**src/hdl/assert_macros.svh**
```systemverilog
// Assertion macros for the Bezier curve evaluator.
// Every macro expects signals named clock and reset in the enclosing scope.
`ifndef ASSERT_MACROS_SVH
`define ASSERT_MACROS_SVH

// The consequent must hold in the same cycle as the antecedent.
`define BCE_ASSERT_SAME(label, ante, cons, msg) \
   label: assert property (@(posedge clock) disable iff (reset) (ante) |-> (cons)) \
      else $error(msg);

// The consequent must hold in the cycle after the antecedent.
`define BCE_ASSERT_NEXT(label, ante, cons, msg) \
   label: assert property (@(posedge clock) disable iff (reset) (ante) |=> (cons)) \
      else $error(msg);

`endif

```
**src/hdl/bce_pkg.sv**
```systemverilog
// Shared widths, function codes and controller/datapath structs for the
// Bezier curve evaluator. Depends on nothing.
package bce_pkg;

   localparam int COORD_W        = 16;
   localparam int T_W            = 17;
   localparam int IDX_W          = 5;
   localparam int DEFAULT_DEGREE = 20;

   localparam logic FUNC_LOAD = 1'b0;
   localparam logic FUNC_EVAL = 1'b1;

   localparam logic [T_W-1:0] T_ONE = 17'h10000;

   typedef struct packed {
      logic             start_eval;
      logic             load_we;
      logic             rd_en;
      logic [IDX_W-1:0] rd_addr;
      logic             src_ctrl;
      logic             emit;
   } cmd_type;

   typedef struct packed {
      logic pipe_busy;
   } stat_type;

endpackage

```
**src/hdl/bce_channels.sv**
```systemverilog
// Valid/ready channel interfaces for the request and response sides.
// Depends on bce_pkg for the field widths.
interface bce_req_if;
   import bce_pkg::*;
   logic                      valid;
   logic                      ready;
   logic                      func;
   logic [IDX_W-1:0]          point_index;
   logic signed [COORD_W-1:0] point_x;
   logic signed [COORD_W-1:0] point_y;
   logic [T_W-1:0]            param_t;

   modport source (output valid, func, point_index, point_x, point_y, param_t,
                   input ready);
   modport sink (input valid, func, point_index, point_x, point_y, param_t,
                 output ready);
endinterface

interface bce_rsp_if;
   import bce_pkg::*;
   logic                      valid;
   logic                      ready;
   logic signed [COORD_W-1:0] curve_x;
   logic signed [COORD_W-1:0] curve_y;
   logic                      was_clamped;

   modport source (output valid, curve_x, curve_y, was_clamped, input ready);
   modport sink (input valid, curve_x, curve_y, was_clamped, output ready);
endinterface

```
**src/hdl/bce_ram.sv**
```systemverilog
// Generic simple dual-port RAM with one write port and a registered read.
// Depends on nothing.
module bce_ram #(
   parameter int  WIDTH = 32,
   parameter int  DEPTH = 21,
   localparam int AddrW = $clog2(DEPTH)
) (
   input  logic             clock,
   input  logic             wr_en,
   input  logic [AddrW-1:0] wr_addr,
   input  logic [WIDTH-1:0] wr_data,
   input  logic             rd_en,
   input  logic [AddrW-1:0] rd_addr,
   output logic [WIDTH-1:0] rd_data
);

   logic [WIDTH-1:0] mem_ff [DEPTH];
   logic [WIDTH-1:0] rd_data_ff;

   always_ff @(posedge clock) begin
      if (wr_en) begin
         mem_ff[wr_addr] <= wr_data;
      end
      if (rd_en) begin
         rd_data_ff <= mem_ff[rd_addr];
      end
   end

   assign rd_data = rd_data_ff;

endmodule

```
**src/hdl/bce_datapath.sv**
```systemverilog
// Datapath: control point store, work store and the two-lane interpolation
// pipeline. Depends on bce_pkg and bce_ram.
module bce_datapath #(
   parameter int DEGREE = bce_pkg::DEFAULT_DEGREE
) (
   input  logic                               clock,
   input  logic                               reset,
   input  bce_pkg::cmd_type                   cmd,
   output bce_pkg::stat_type                  stat,
   input  logic [bce_pkg::IDX_W-1:0]          req_point_index,
   input  logic signed [bce_pkg::COORD_W-1:0] req_point_x,
   input  logic signed [bce_pkg::COORD_W-1:0] req_point_y,
   input  logic [bce_pkg::T_W-1:0]            req_param_t,
   output logic signed [bce_pkg::COORD_W-1:0] rsp_curve_x,
   output logic signed [bce_pkg::COORD_W-1:0] rsp_curve_y,
   output logic                               rsp_was_clamped
);
   import bce_pkg::*;

   localparam int AddrW  = $clog2(DEGREE + 1);
   localparam int DiffW  = COORD_W + 1;
   localparam int ProdW  = DiffW + T_W + 1;
   localparam int SumW   = COORD_W + 4;
   localparam int PairW  = 2 * COORD_W;

   logic [PairW-1:0] ctrl_rd;
   logic [PairW-1:0] work_rd;
   logic [PairW-1:0] work_wd;

   logic [T_W-1:0] t_ff;
   logic           clamp_ff;

   logic             vr_ff;
   logic [AddrW-1:0] jr_ff;
   logic             src_r_ff;

   logic                       v1_ff;
   logic [AddrW-1:0]           widx1_ff;
   logic signed [COORD_W-1:0]  a1_ff [2];
   logic signed [DiffW-1:0]    d1_ff [2];

   logic                       v2_ff;
   logic [AddrW-1:0]           widx2_ff;
   logic signed [COORD_W-1:0]  a2_ff [2];
   logic signed [ProdW-1:0]    p2_ff [2];

   logic signed [COORD_W-1:0]  prev_ff [2];
   logic signed [COORD_W-1:0]  last_ff [2];

   logic signed [COORD_W-1:0]  out_x_ff;
   logic signed [COORD_W-1:0]  out_y_ff;
   logic                       out_clamp_ff;

   logic signed [COORD_W-1:0]  b_c    [2];
   logic signed [DiffW-1:0]    diff_c [2];
   logic signed [ProdW-1:0]    prod_c [2];
   logic signed [ProdW-1:0]    rnd_c  [2];
   logic signed [SumW-1:0]     sum_c  [2];
   logic signed [COORD_W-1:0]  sat_c  [2];

   bce_ram #(.WIDTH(PairW), .DEPTH(DEGREE + 1)) u_ctrl_ram (
      .clock   (clock),
      .wr_en   (cmd.load_we),
      .wr_addr (req_point_index[AddrW-1:0]),
      .wr_data ({req_point_x, req_point_y}),
      .rd_en   (cmd.rd_en),
      .rd_addr (cmd.rd_addr[AddrW-1:0]),
      .rd_data (ctrl_rd)
   );

   bce_ram #(.WIDTH(PairW), .DEPTH(DEGREE + 1)) u_work_ram (
      .clock   (clock),
      .wr_en   (v2_ff),
      .wr_addr (widx2_ff),
      .wr_data (work_wd),
      .rd_en   (cmd.rd_en),
      .rd_addr (cmd.rd_addr[AddrW-1:0]),
      .rd_data (work_rd)
   );

   always_comb begin
      b_c[0] = src_r_ff ? $signed(ctrl_rd[PairW-1:COORD_W]) : $signed(work_rd[PairW-1:COORD_W]);
      b_c[1] = src_r_ff ? $signed(ctrl_rd[COORD_W-1:0]) : $signed(work_rd[COORD_W-1:0]);
      for (int k = 0; k < 2; k++) begin
         diff_c[k] = $signed({b_c[k][COORD_W-1], b_c[k]})
                   - $signed({prev_ff[k][COORD_W-1], prev_ff[k]});
         prod_c[k] = d1_ff[k] * $signed({1'b0, t_ff});
         rnd_c[k]  = p2_ff[k] + ProdW'(32768);
         sum_c[k]  = $signed({{(SumW - COORD_W){a2_ff[k][COORD_W-1]}}, a2_ff[k]})
                   + SumW'($signed(rnd_c[k][ProdW-1:16]));
         priority if (sum_c[k] > SumW'(32767)) begin
            sat_c[k] = 16'sh7FFF;
         end else if (sum_c[k] < -SumW'(32768)) begin
            sat_c[k] = 16'sh8000;
         end else begin
            sat_c[k] = sum_c[k][COORD_W-1:0];
         end
      end
   end

   assign work_wd = {sat_c[0], sat_c[1]};

   always_ff @(posedge clock) begin
      if (reset) begin
         vr_ff <= 1'b0;
         v1_ff <= 1'b0;
         v2_ff <= 1'b0;
      end else begin
         vr_ff <= cmd.rd_en;
         v1_ff <= vr_ff && (jr_ff != '0);
         v2_ff <= v1_ff;
      end
   end

   always_ff @(posedge clock) begin
      if (cmd.start_eval) begin
         t_ff     <= (req_param_t > T_ONE) ? T_ONE : req_param_t;
         clamp_ff <= req_param_t > T_ONE;
      end
      if (cmd.rd_en) begin
         jr_ff    <= cmd.rd_addr[AddrW-1:0];
         src_r_ff <= cmd.src_ctrl;
      end
      widx1_ff <= jr_ff - AddrW'(1);
      widx2_ff <= widx1_ff;
      for (int k = 0; k < 2; k++) begin
         if (vr_ff) begin
            prev_ff[k] <= b_c[k];
         end
         a1_ff[k] <= prev_ff[k];
         d1_ff[k] <= diff_c[k];
         a2_ff[k] <= a1_ff[k];
         p2_ff[k] <= prod_c[k];
         if (v2_ff) begin
            last_ff[k] <= sat_c[k];
         end
      end
      if (cmd.emit) begin
         out_x_ff     <= last_ff[0];
         out_y_ff     <= last_ff[1];
         out_clamp_ff <= clamp_ff;
      end
   end

   assign stat.pipe_busy  = vr_ff | v1_ff | v2_ff;
   assign rsp_curve_x     = out_x_ff;
   assign rsp_curve_y     = out_y_ff;
   assign rsp_was_clamped = out_clamp_ff;

endmodule

```
**src/hdl/bce_ctrl.sv**
```systemverilog
// Controller: accepts load and evaluate beats and sequences the levels and
// reads of the de Casteljau sweep. Depends on bce_pkg.
module bce_ctrl #(
   parameter int DEGREE = bce_pkg::DEFAULT_DEGREE
) (
   input  logic                      clock,
   input  logic                      reset,
   input  logic                      req_valid,
   output logic                      req_ready,
   input  logic                      req_func,
   input  logic [bce_pkg::IDX_W-1:0] req_point_index,
   output logic                      rsp_valid,
   input  logic                      rsp_ready,
   output bce_pkg::cmd_type          cmd,
   input  bce_pkg::stat_type         stat
);
   import bce_pkg::*;

   localparam int AddrW = $clog2(DEGREE + 1);

   localparam logic [1:0] ST_IDLE   = 2'd0;
   localparam logic [1:0] ST_RUN    = 2'd1;
   localparam logic [1:0] ST_DRAIN  = 2'd2;
   localparam logic [1:0] ST_FINISH = 2'd3;

   logic [1:0]       state_ff, state_in;
   logic [AddrW-1:0] lvl_ff, lvl_in;
   logic [AddrW-1:0] idx_ff, idx_in;
   logic             rsp_valid_ff, rsp_valid_in;
   logic             accept;

   assign req_ready = (state_ff == ST_IDLE);
   assign accept    = req_valid && req_ready;

   always_comb begin
      state_in = state_ff;
      lvl_in   = lvl_ff;
      idx_in   = idx_ff;
      cmd      = '0;
      cmd.rd_addr  = IDX_W'(idx_ff);
      cmd.src_ctrl = (lvl_ff == AddrW'(DEGREE));
      unique case (state_ff)
         ST_IDLE: begin
            if (accept) begin
               if (req_func == FUNC_EVAL) begin
                  cmd.start_eval = 1'b1;
                  lvl_in   = AddrW'(DEGREE);
                  idx_in   = '0;
                  state_in = ST_RUN;
               end else begin
                  cmd.load_we = ({1'b0, req_point_index} <= (IDX_W + 1)'(DEGREE));
               end
            end
         end
         ST_RUN: begin
            cmd.rd_en = 1'b1;
            if (idx_ff == lvl_ff) begin
               state_in = ST_DRAIN;
            end else begin
               idx_in = idx_ff + AddrW'(1);
            end
         end
         ST_DRAIN: begin
            if (!stat.pipe_busy) begin
               if (lvl_ff == AddrW'(1)) begin
                  state_in = ST_FINISH;
               end else begin
                  lvl_in   = lvl_ff - AddrW'(1);
                  idx_in   = '0;
                  state_in = ST_RUN;
               end
            end
         end
         ST_FINISH: begin
            if (!rsp_valid_ff || rsp_ready) begin
               cmd.emit = 1'b1;
               state_in = ST_IDLE;
            end
         end
         default: begin
            state_in = ST_IDLE;
         end
      endcase
   end

   always_comb begin
      rsp_valid_in = rsp_valid_ff;
      priority if (cmd.emit) begin
         rsp_valid_in = 1'b1;
      end else if (rsp_ready) begin
         rsp_valid_in = 1'b0;
      end
   end

   always_ff @(posedge clock) begin
      if (reset) begin
         state_ff     <= ST_IDLE;
         rsp_valid_ff <= 1'b0;
      end else begin
         state_ff     <= state_in;
         rsp_valid_ff <= rsp_valid_in;
      end
   end

   always_ff @(posedge clock) begin
      lvl_ff <= lvl_in;
      idx_ff <= idx_in;
   end

   assign rsp_valid = rsp_valid_ff;

endmodule

```
**src/hdl/bezier_curve_evaluator.sv**
```systemverilog
// Bezier curve evaluator by de Casteljau with two interpolation lanes (x and y).
// An evaluate beat sweeps the levels from DEGREE down to 1, reading each point
// of a level (the control RAM at the top level, the work RAM below) and letting
// the pipeline drain before it starts the next level.
// One item is worked at a time. Synchronous active-high reset clears control
// state only; the point stores hold no defined value until loaded.
`include "assert_macros.svh"

module bezier_curve_evaluator #(
   parameter int DEGREE = bce_pkg::DEFAULT_DEGREE
) (
   input logic      clock,
   input logic      reset,
   bce_req_if.sink  req_bus,
   bce_rsp_if.source rsp_bus
);
   import bce_pkg::*;

   cmd_type  cmd;
   stat_type stat;

   bce_ctrl #(.DEGREE(DEGREE)) u_ctrl (
      .clock           (clock),
      .reset           (reset),
      .req_valid       (req_bus.valid),
      .req_ready       (req_bus.ready),
      .req_func        (req_bus.func),
      .req_point_index (req_bus.point_index),
      .rsp_valid       (rsp_bus.valid),
      .rsp_ready       (rsp_bus.ready),
      .cmd             (cmd),
      .stat            (stat)
   );

   bce_datapath #(.DEGREE(DEGREE)) u_datapath (
      .clock           (clock),
      .reset           (reset),
      .cmd             (cmd),
      .stat            (stat),
      .req_point_index (req_bus.point_index),
      .req_point_x     (req_bus.point_x),
      .req_point_y     (req_bus.point_y),
      .req_param_t     (req_bus.param_t),
      .rsp_curve_x     (rsp_bus.curve_x),
      .rsp_curve_y     (rsp_bus.curve_y),
      .rsp_was_clamped (rsp_bus.was_clamped)
   );

   `BCE_ASSERT_SAME(a_emit_drained, cmd.emit, !stat.pipe_busy, "Result taken before the pipeline drained.")
   `BCE_ASSERT_NEXT(a_eval_starts, req_bus.valid && req_bus.ready && (req_bus.func == FUNC_EVAL), cmd.rd_en, "Evaluate beat did not start the sweep.")
   `BCE_ASSERT_NEXT(a_emit_shows, cmd.emit, rsp_bus.valid, "Emitted result is not presented.")

endmodule

```
**src/flat_wrapper.sv**
```systemverilog
// flat-port wrapper written by rule: the top's interface ports become plain ports
module bezier_curve_evaluator_flat import bce_pkg::*;
#(
   parameter int DEGREE = bce_pkg::DEFAULT_DEGREE
)
  (clock, reset, req_bus_valid, req_bus_func, req_bus_point_index, req_bus_point_x, req_bus_point_y, req_bus_param_t, req_bus_ready, rsp_bus_valid, rsp_bus_curve_x, rsp_bus_curve_y, rsp_bus_was_clamped, rsp_bus_ready);
  bce_req_if req_bus_i ();
  bce_rsp_if rsp_bus_i ();
  input logic clock;
  input logic reset;
  input wire logic [$bits(req_bus_i.valid)-1:0] req_bus_valid;
  input wire logic [$bits(req_bus_i.func)-1:0] req_bus_func;
  input wire logic [$bits(req_bus_i.point_index)-1:0] req_bus_point_index;
  input wire logic [$bits(req_bus_i.point_x)-1:0] req_bus_point_x;
  input wire logic [$bits(req_bus_i.point_y)-1:0] req_bus_point_y;
  input wire logic [$bits(req_bus_i.param_t)-1:0] req_bus_param_t;
  output wire logic [$bits(req_bus_i.ready)-1:0] req_bus_ready;
  output wire logic [$bits(rsp_bus_i.valid)-1:0] rsp_bus_valid;
  output wire logic [$bits(rsp_bus_i.curve_x)-1:0] rsp_bus_curve_x;
  output wire logic [$bits(rsp_bus_i.curve_y)-1:0] rsp_bus_curve_y;
  output wire logic [$bits(rsp_bus_i.was_clamped)-1:0] rsp_bus_was_clamped;
  input wire logic [$bits(rsp_bus_i.ready)-1:0] rsp_bus_ready;
  assign req_bus_i.valid = req_bus_valid;
  assign req_bus_i.func = req_bus_func;
  assign req_bus_i.point_index = req_bus_point_index;
  assign req_bus_i.point_x = req_bus_point_x;
  assign req_bus_i.point_y = req_bus_point_y;
  assign req_bus_i.param_t = req_bus_param_t;
  assign req_bus_ready = req_bus_i.ready;
  assign rsp_bus_valid = rsp_bus_i.valid;
  assign rsp_bus_curve_x = rsp_bus_i.curve_x;
  assign rsp_bus_curve_y = rsp_bus_i.curve_y;
  assign rsp_bus_was_clamped = rsp_bus_i.was_clamped;
  assign rsp_bus_i.ready = rsp_bus_ready;
  bezier_curve_evaluator #(.DEGREE(DEGREE)) u_core (.clock(clock), .reset(reset), .req_bus(req_bus_i), .rsp_bus(rsp_bus_i));
endmodule
```
**config.mk**
```make
export PLATFORM = sky130hd
export DESIGN_NAME = bezier_curve_evaluator_flat
export DESIGN_NICKNAME = d
export VERILOG_FILES = /design/src/hdl/bce_pkg.sv /design/src/hdl/bce_channels.sv /design/src/hdl/bce_ram.sv /design/src/hdl/bce_datapath.sv /design/src/hdl/bce_ctrl.sv /design/src/hdl/bezier_curve_evaluator.sv /design/src/flat_wrapper.sv
export VERILOG_INCLUDE_DIRS = /design/src /design/src/hdl
export SDC_FILE = /design/constraint.sdc
export NUM_CORES = 2
export LEC_CHECK = 0
export BUFFER_PORTS_ARGS = -buffer_cell sky130_fd_sc_hd__buf_2
export CORE_MARGIN = 2
export CORE_UTILIZATION = 30
export CTS_BUF_LIST = sky130_fd_sc_hd__clkbuf_8
export CTS_CLUSTER_DIAMETER = 120
export CTS_CLUSTER_SIZE = 16
export DETAILED_ROUTE_END_ITERATION = 6
export GPL_TIMING_DRIVEN = 0
export PLACE_DENSITY = 0.46
export SYNTH_ARGS = -nofsm -noshare
export SYNTH_HDL_FRONTEND = slang
export SYNTH_SLANG_ARGS = --single-unit
```
**constraint.sdc**
```tcl
create_clock -name clock -period 13.75 [get_ports clock]
set_input_delay 2.75 -clock clock [delete_from_list [all_inputs] [get_ports clock]]
set_output_delay 2.75 -clock clock [all_outputs]
set_load 0.03 [all_outputs]
```
=== Word level (Yosys, flattened, before mapping) ===
Memory sizes are Yosys's and may differ from the RTL's. A register that Yosys moved wholly into a read port is not among the register bits.
Index checks and enable logic that the tools add are counted.

* Latch bits: 0
* Input port bits: 59
* Word-level logic and storage cells: 105
* Memories: 8
* Register bits: 51
* Output and inout bits: 35
* Memory bits (writable): 1576
* ROM bits: 0

{| class="wikitable"
|+ Memory list
! memory !! depth !! width !! rd ports !! clocked after Yosys merged registers in !! write ports !! line !! source
|-
| u_core.u_datapath.u_ctrl_ram.mem_ff || 21 || 32 || 1 || 1 || 1 || bce_ram.sv:17 || <nowiki>logic [WIDTH-1:0] mem_ff [DEPTH];</nowiki>
|-
| u_core.u_datapath.u_work_ram.mem_ff || 21 || 32 || 1 || 1 || 1 || bce_ram.sv:17 ||
|-
| u_core.u_datapath.p2_ff || 2 || 35 || 2 || 0 || 2 || bce_datapath.sv:45 || <nowiki>logic signed [ProdW-1:0] p2_ff [2];</nowiki>
|-
| u_core.u_datapath.d1_ff || 2 || 17 || 2 || 0 || 2 || bce_datapath.sv:40 || <nowiki>logic signed [DiffW-1:0] d1_ff [2];</nowiki>
|-
| u_core.u_datapath.a1_ff || 2 || 16 || 2 || 0 || 2 || bce_datapath.sv:39 || <nowiki>logic signed [COORD_W-1:0] a1_ff [2];</nowiki>
|-
| u_core.u_datapath.a2_ff || 2 || 16 || 2 || 0 || 2 || bce_datapath.sv:44 || <nowiki>logic signed [COORD_W-1:0] a2_ff [2];</nowiki>
|-
| 2 more memories || n/a || n/a || n/a || n/a || n/a || n/a ||
|}

* Reductions and logical operators: 12
* Div/mod/pow operators: 0
* Add/sub/neg operators: 9
* Order comparisons: 6
* Multiply operators: 2
* Shift operators: 0
* Mux-type cells: 39
* Equal/unequal tests: 13
* Bitwise logic cells: 2

{| class="wikitable"
|+ Operators with widths
! operator !! number
|-
| 16-bit two-way mux || 6
|-
| 35-bit by 17-bit adder with 35-bit output (second input constant) || 2
|-
| 17-bit by 18-bit multiplier with 35-bit output || 2
|-
| 5-bit two-way mux || 9
|-
| 16-bit by 19-bit adder with 20-bit output || 2
|-
| 20-bit by 16-bit greater-than comparator with 1-bit output (second input constant) || 2
|-
| 20-bit by 16-bit less-than comparator with 1-bit output (second input constant) || 2
|-
| 16-bit by 16-bit subtractor with 17-bit output || 2
|-
| 17-bit greater-than comparator (second input constant) || 1
|-
| 2-bit two-way mux || 8
|-
| 5-bit case mux with 3 select lines || 1
|-
| 1-bit two-way mux || 13
|-
| 2-bit != test (second input constant) || 6
|-
| 5-bit case mux with 2 select lines || 1
|-
| 5-bit AND reduction || 2
|-
| 5-bit by 1-bit subtractor with 5-bit output (second input constant) || 2
|-
| 2-bit case mux with 4 select lines || 1
|-
| 6-bit AND reduction || 1
|-
| 5-bit by 1-bit adder with 5-bit output (second input constant) || 1
|-
| 5-bit by 1-bit == test with 1-bit output (second input constant) || 1
|-
| 5-bit == test || 1
|-
| 5-bit == test (second input constant) || 1
|-
| 5-bit less-or-equal comparator (second input constant) || 1
|-
| 5-bit nonzero test || 1
|-
| other kinds (10) || 14
|}

=== Longest topological paths before layout ===
* Depth after elaboration: 6
* Mapped depth: 24
* Mapped depth without buffers: 23

=== By module ===
Synthesis repeated with hierarchy kept, for this count alone.

* Cells, all modules: 5948
* Area, all modules: 84659.9 um^2

{| class="wikitable"
|+ By module, submodules not included
! module !! area an instance (um^2) !! sequential area each (um^2) !! times used !! cells an instance
|-
| bce_ram || 27047.2 || 21140.3 || 2 || 1436
|-
| bce_datapath || 29771.1 || 6656.4 || 1 || 2997
|-
| bce_ctrl || 794.5 || 360.3 || 1 || 79
|}

=== Worst setup path before layout ===
Ideal clock, no wire load.

* Kind: flip-flop to flip-flop
* Start: memory u_core.u_datapath.d1_ff[0][8] (netlist name)
* End: memory u_core.u_datapath.p2_ff[0][32] (netlist name)
* Buffers on the path: 2
* Clock period less this slack: 6126 ps
* Setup time: 120 ps
* Arrival: 6005 ps
* Path slack: 7624 ps
* Stages on the path, launching flop included: 23
* Required time: 13630 ps
* Path through: dfxtp_1 -> clkbuf_1 -> clkbuf_1 -> nand2_1 -> fa_1 -> inv_1 -> fa_1 -> inv_1 -> fa_1 -> fa_1 -> fa_1 -> fa_1 -> inv_1 -> ha_1 -> and3_1 -> and4_1 -> nand2_1 -> or3_1 -> and2_1 -> a31oi_1 -> a221o_1 -> a41oi_1 -> xnor2_1

{| class="wikitable"
|+ RTL lines
! item !! line
|-
| start, declared || bce_datapath.sv:40
|-
| end, declared || bce_datapath.sv:45
|}

==> flow_summary.toml <==
[finish]
layout_common_cells = "1539 x edfxtp_1, 626 x inv_1, 450 x fa_1, 384 x mux4_2, 328 x nand2_1"
drive_gt1_frac = 0.146
fin_nets = 6422
final_common_cell = "edfxtp_1"
n_fill_cell = 26800
area_growth_pct = 11.1

[hold_path]
hp-class = "reg2reg"
hp-start = "u_core.u_datapath.a1_ff[0][20]"
whs_path_depth = 0

[setup_path]
critPathKind = "reg2reg"
rr_startpoint = "u_core.u_datapath.t_ff[5]"
cp_cell_sequence = "clkbuf_1, nand2_1, fa_1, inv_1, fa_1, inv_1, fa_1, inv_1, fa_1, fa_1, inv_1, fa_1, inv_1, ha_1, a21oi_1, nor2_1, a211oi_1, o21ai_0, o41ai_1, o211ai_1, a21oi_1, xnor2_1"
worstRegToRegCells = 22
cp-startpoint = "u_core.u_datapath.t_ff[5]"
cp.required_ns = 14.57
cp_common_cell = "fa_1"
slowest_stage = "o41ai_1"
worstPathMaxFanout = 10
cp.arrival_ns = 8.52
setup.worst_path.start_class = "register"
crit_cells = 22
cpLargestDelayFamily = "adder cells"
cpPeakStageDelay_ns = 0.91
cp-end-kind = "register"
path_buf_inv = 6

[floorplan]
row_count = 193
coreArea_um2 = 277000
initial_core_util = 0.302
io_pins = 94
dieArea_um2 = 283000
die_h_um = 532
fp.dieW_um = 532

[drt]
post_drt_wl_per_cell_um = 25.0
via_per_inst = 4.76
antenna_left = 0
drcViolationCount = 0
routed_wl_mm = 235
vias = 44600
first_pass_iters = 5
drt_iter0_drc = 3275

[sta]
max_slew.worst_pin.slew_ns = 1.39
rsz0062_at_grt = "no"
relSlewSlack = 0.0765
setup_slack_ns = 6.05
skew_ns = 0.0487
fin_crit_sh = 0.560
max_freq_mhz = 130
min_period_ns = 7.70
setup_viol_count_final = 0
finalHoldViolCount = 0
report.final.slew_viol_count = 0
fin_setup_tns_ns = 0

[clocking]
path_clk_slew_ns = 0.11
cts_tree = "yes"
insertion_delay_ns = 0.92
cts_resized = 0
clockBufferDepth = 3
cts_root_buf = "clkbuf_8"
cts_hold_buf = 0
cts_setup_buffers = 0
htree_levels = 3
clkSinkCount = 1693
cts_buffers = 120

[flow_run]
drv_cap = 0

[grt]
grt_pass1_wl_mm = 339
grt_overflow = 0
gr-usage-all-layers = 0.165
grt_max_degree = 55
antenna_found_initial = 26
grt_pass1_vias = 47400

[logic_synthesis]
synth.distinct_cells = 71
postSynthNetCount = 6125
synth.avg_cell_area_um2 = 15.8
yosys_most_used_dff = "edfxtp_1"
synth_async_sr_flop_share = 0
yosysWarnings = 0
ys_ff_latch = 1693
synth_cells = 5291
synthesis.area_um2 = 83600
synth_seq_area_share = 0.589
synth-edff-count = 1539

[placed_design]
gp_congestion = 0.824
portBuffers = 93
post-place-ws_ns = 6.05
place_hpwl_mm = 171

[status]
outcome = "completed"
[flip-flops by register name, summed over array words and instances (netlist names), 17 cells and up]
name and count:
u_core.u_datapath.p2_ff 40, u_core.u_datapath.a1_ff 32, u_core.u_datapath.u_ctrl_ram.mem_ff 672, u_core.u_datapath.t_ff 17, u_core.u_datapath.u_ctrl_ram.rd_data 32, u_core.u_datapath.d1_ff 34
u_core.u_datapath.last_ff 32, u_core.u_datapath.a2_ff 32, u_core.u_datapath.prev_ff 32, u_core.u_datapath.u_work_ram.mem_ff 672, u_core.u_datapath.u_work_ram.rd_data 32
[per-stage QoR]
stage	cell area, um^2	util	instances	hold WS (ns)
floorplan	83600	-	5291	0.310
global placement	88700	0.320	9089	0.311
detailed placement	90800	0.328	9170	0.312
CTS	92900	0.335	9355	0.293
global route	92900	0.335	9357	0.295
finish	92900	0.335	9366	0.325
[Yosys cell counts, drive strengths merged (9+ instances only)]
cell type	count	area share
edfxtp	1539	0.55
inv	579	0.026
fa	450	0.11
mux4	384	0.10
nand2	328	0.015
ha	325	0.049
and2	274	0.020
nor2	225	0.010
clkbuf	164	0.0074
dfxtp	154	0.037
a21oi	150	0.0090
xnor2	86	0.0090
o21ai	72	0.0044
mux2i	69	0.0083
xor2	51	0.0053
buf	47	0.0024
nand3	40	0.0024
nand2b	39	0.0029
nor2b	36	0.0027
nor3	36	0.0022
a21o	29	0.0026
mux2	28	0.0038
o21a	23	0.0021
and3	13	0.00097
nand4	13	0.00097
or3	12	0.00096
a31oi	10	0.00075
o21bai	10	0.00094
and4	9	0.00094
nand3b	9	0.00081
[routing by layer]
layer	track usage	up-vias	share of wire
met2	0.281	948	0.49
met4	0.0448	10	0.029
met1	0.220	23700	0.43
met3	0.0236	316	0.045
met5	0	-	0.00026
li1	-	19600	-
[cells by family after synthesis]
logic type	Yosys count	share of synthesized area
muxes	481	0.115
and+or+nand+nor	1053	0.0618
buffers and inverters	791	0.0358
xor gates and xnor gates	137	0.0143
AOI/OAI and AO/OA	361	0.0268
adders and majority gates	775	0.156
DFF	1693	0.589
[layout make-up]
cell class | instances | area (um^2) | share of cell area
well taps | 3705 | 4640 | 0.0499
plain buffers | 211 | 817 | 0.00879
diodes | 10 | 25.0 | 0.000269
inverters | 580 | 2180 | 0.0235
multi-input cells | 2807 | 31800 | 0.342
clock inverters | 64 | 370 | 0.00399
flip-flops and latches | 1693 | 49300 | 0.531
repair buffers | 175 | 2130 | 0.0229
clock buffers | 121 | 1670 | 0.0179
[final timing paths]
kind / endpoint / slack, ns
min: u_core.u_datapath.a2_ff[0][20] / 0.33
max: u_core.u_datapath.p2_ff[0][68] / 6.05
min reg2reg: u_core.u_datapath.a2_ff[0][20] / 0.33
max reg2reg: u_core.u_datapath.p2_ff[0][68] / 6.05
Power is not shown: default switching activity piles up to over one toggle a cycle in this logic, so the estimate is an artifact.
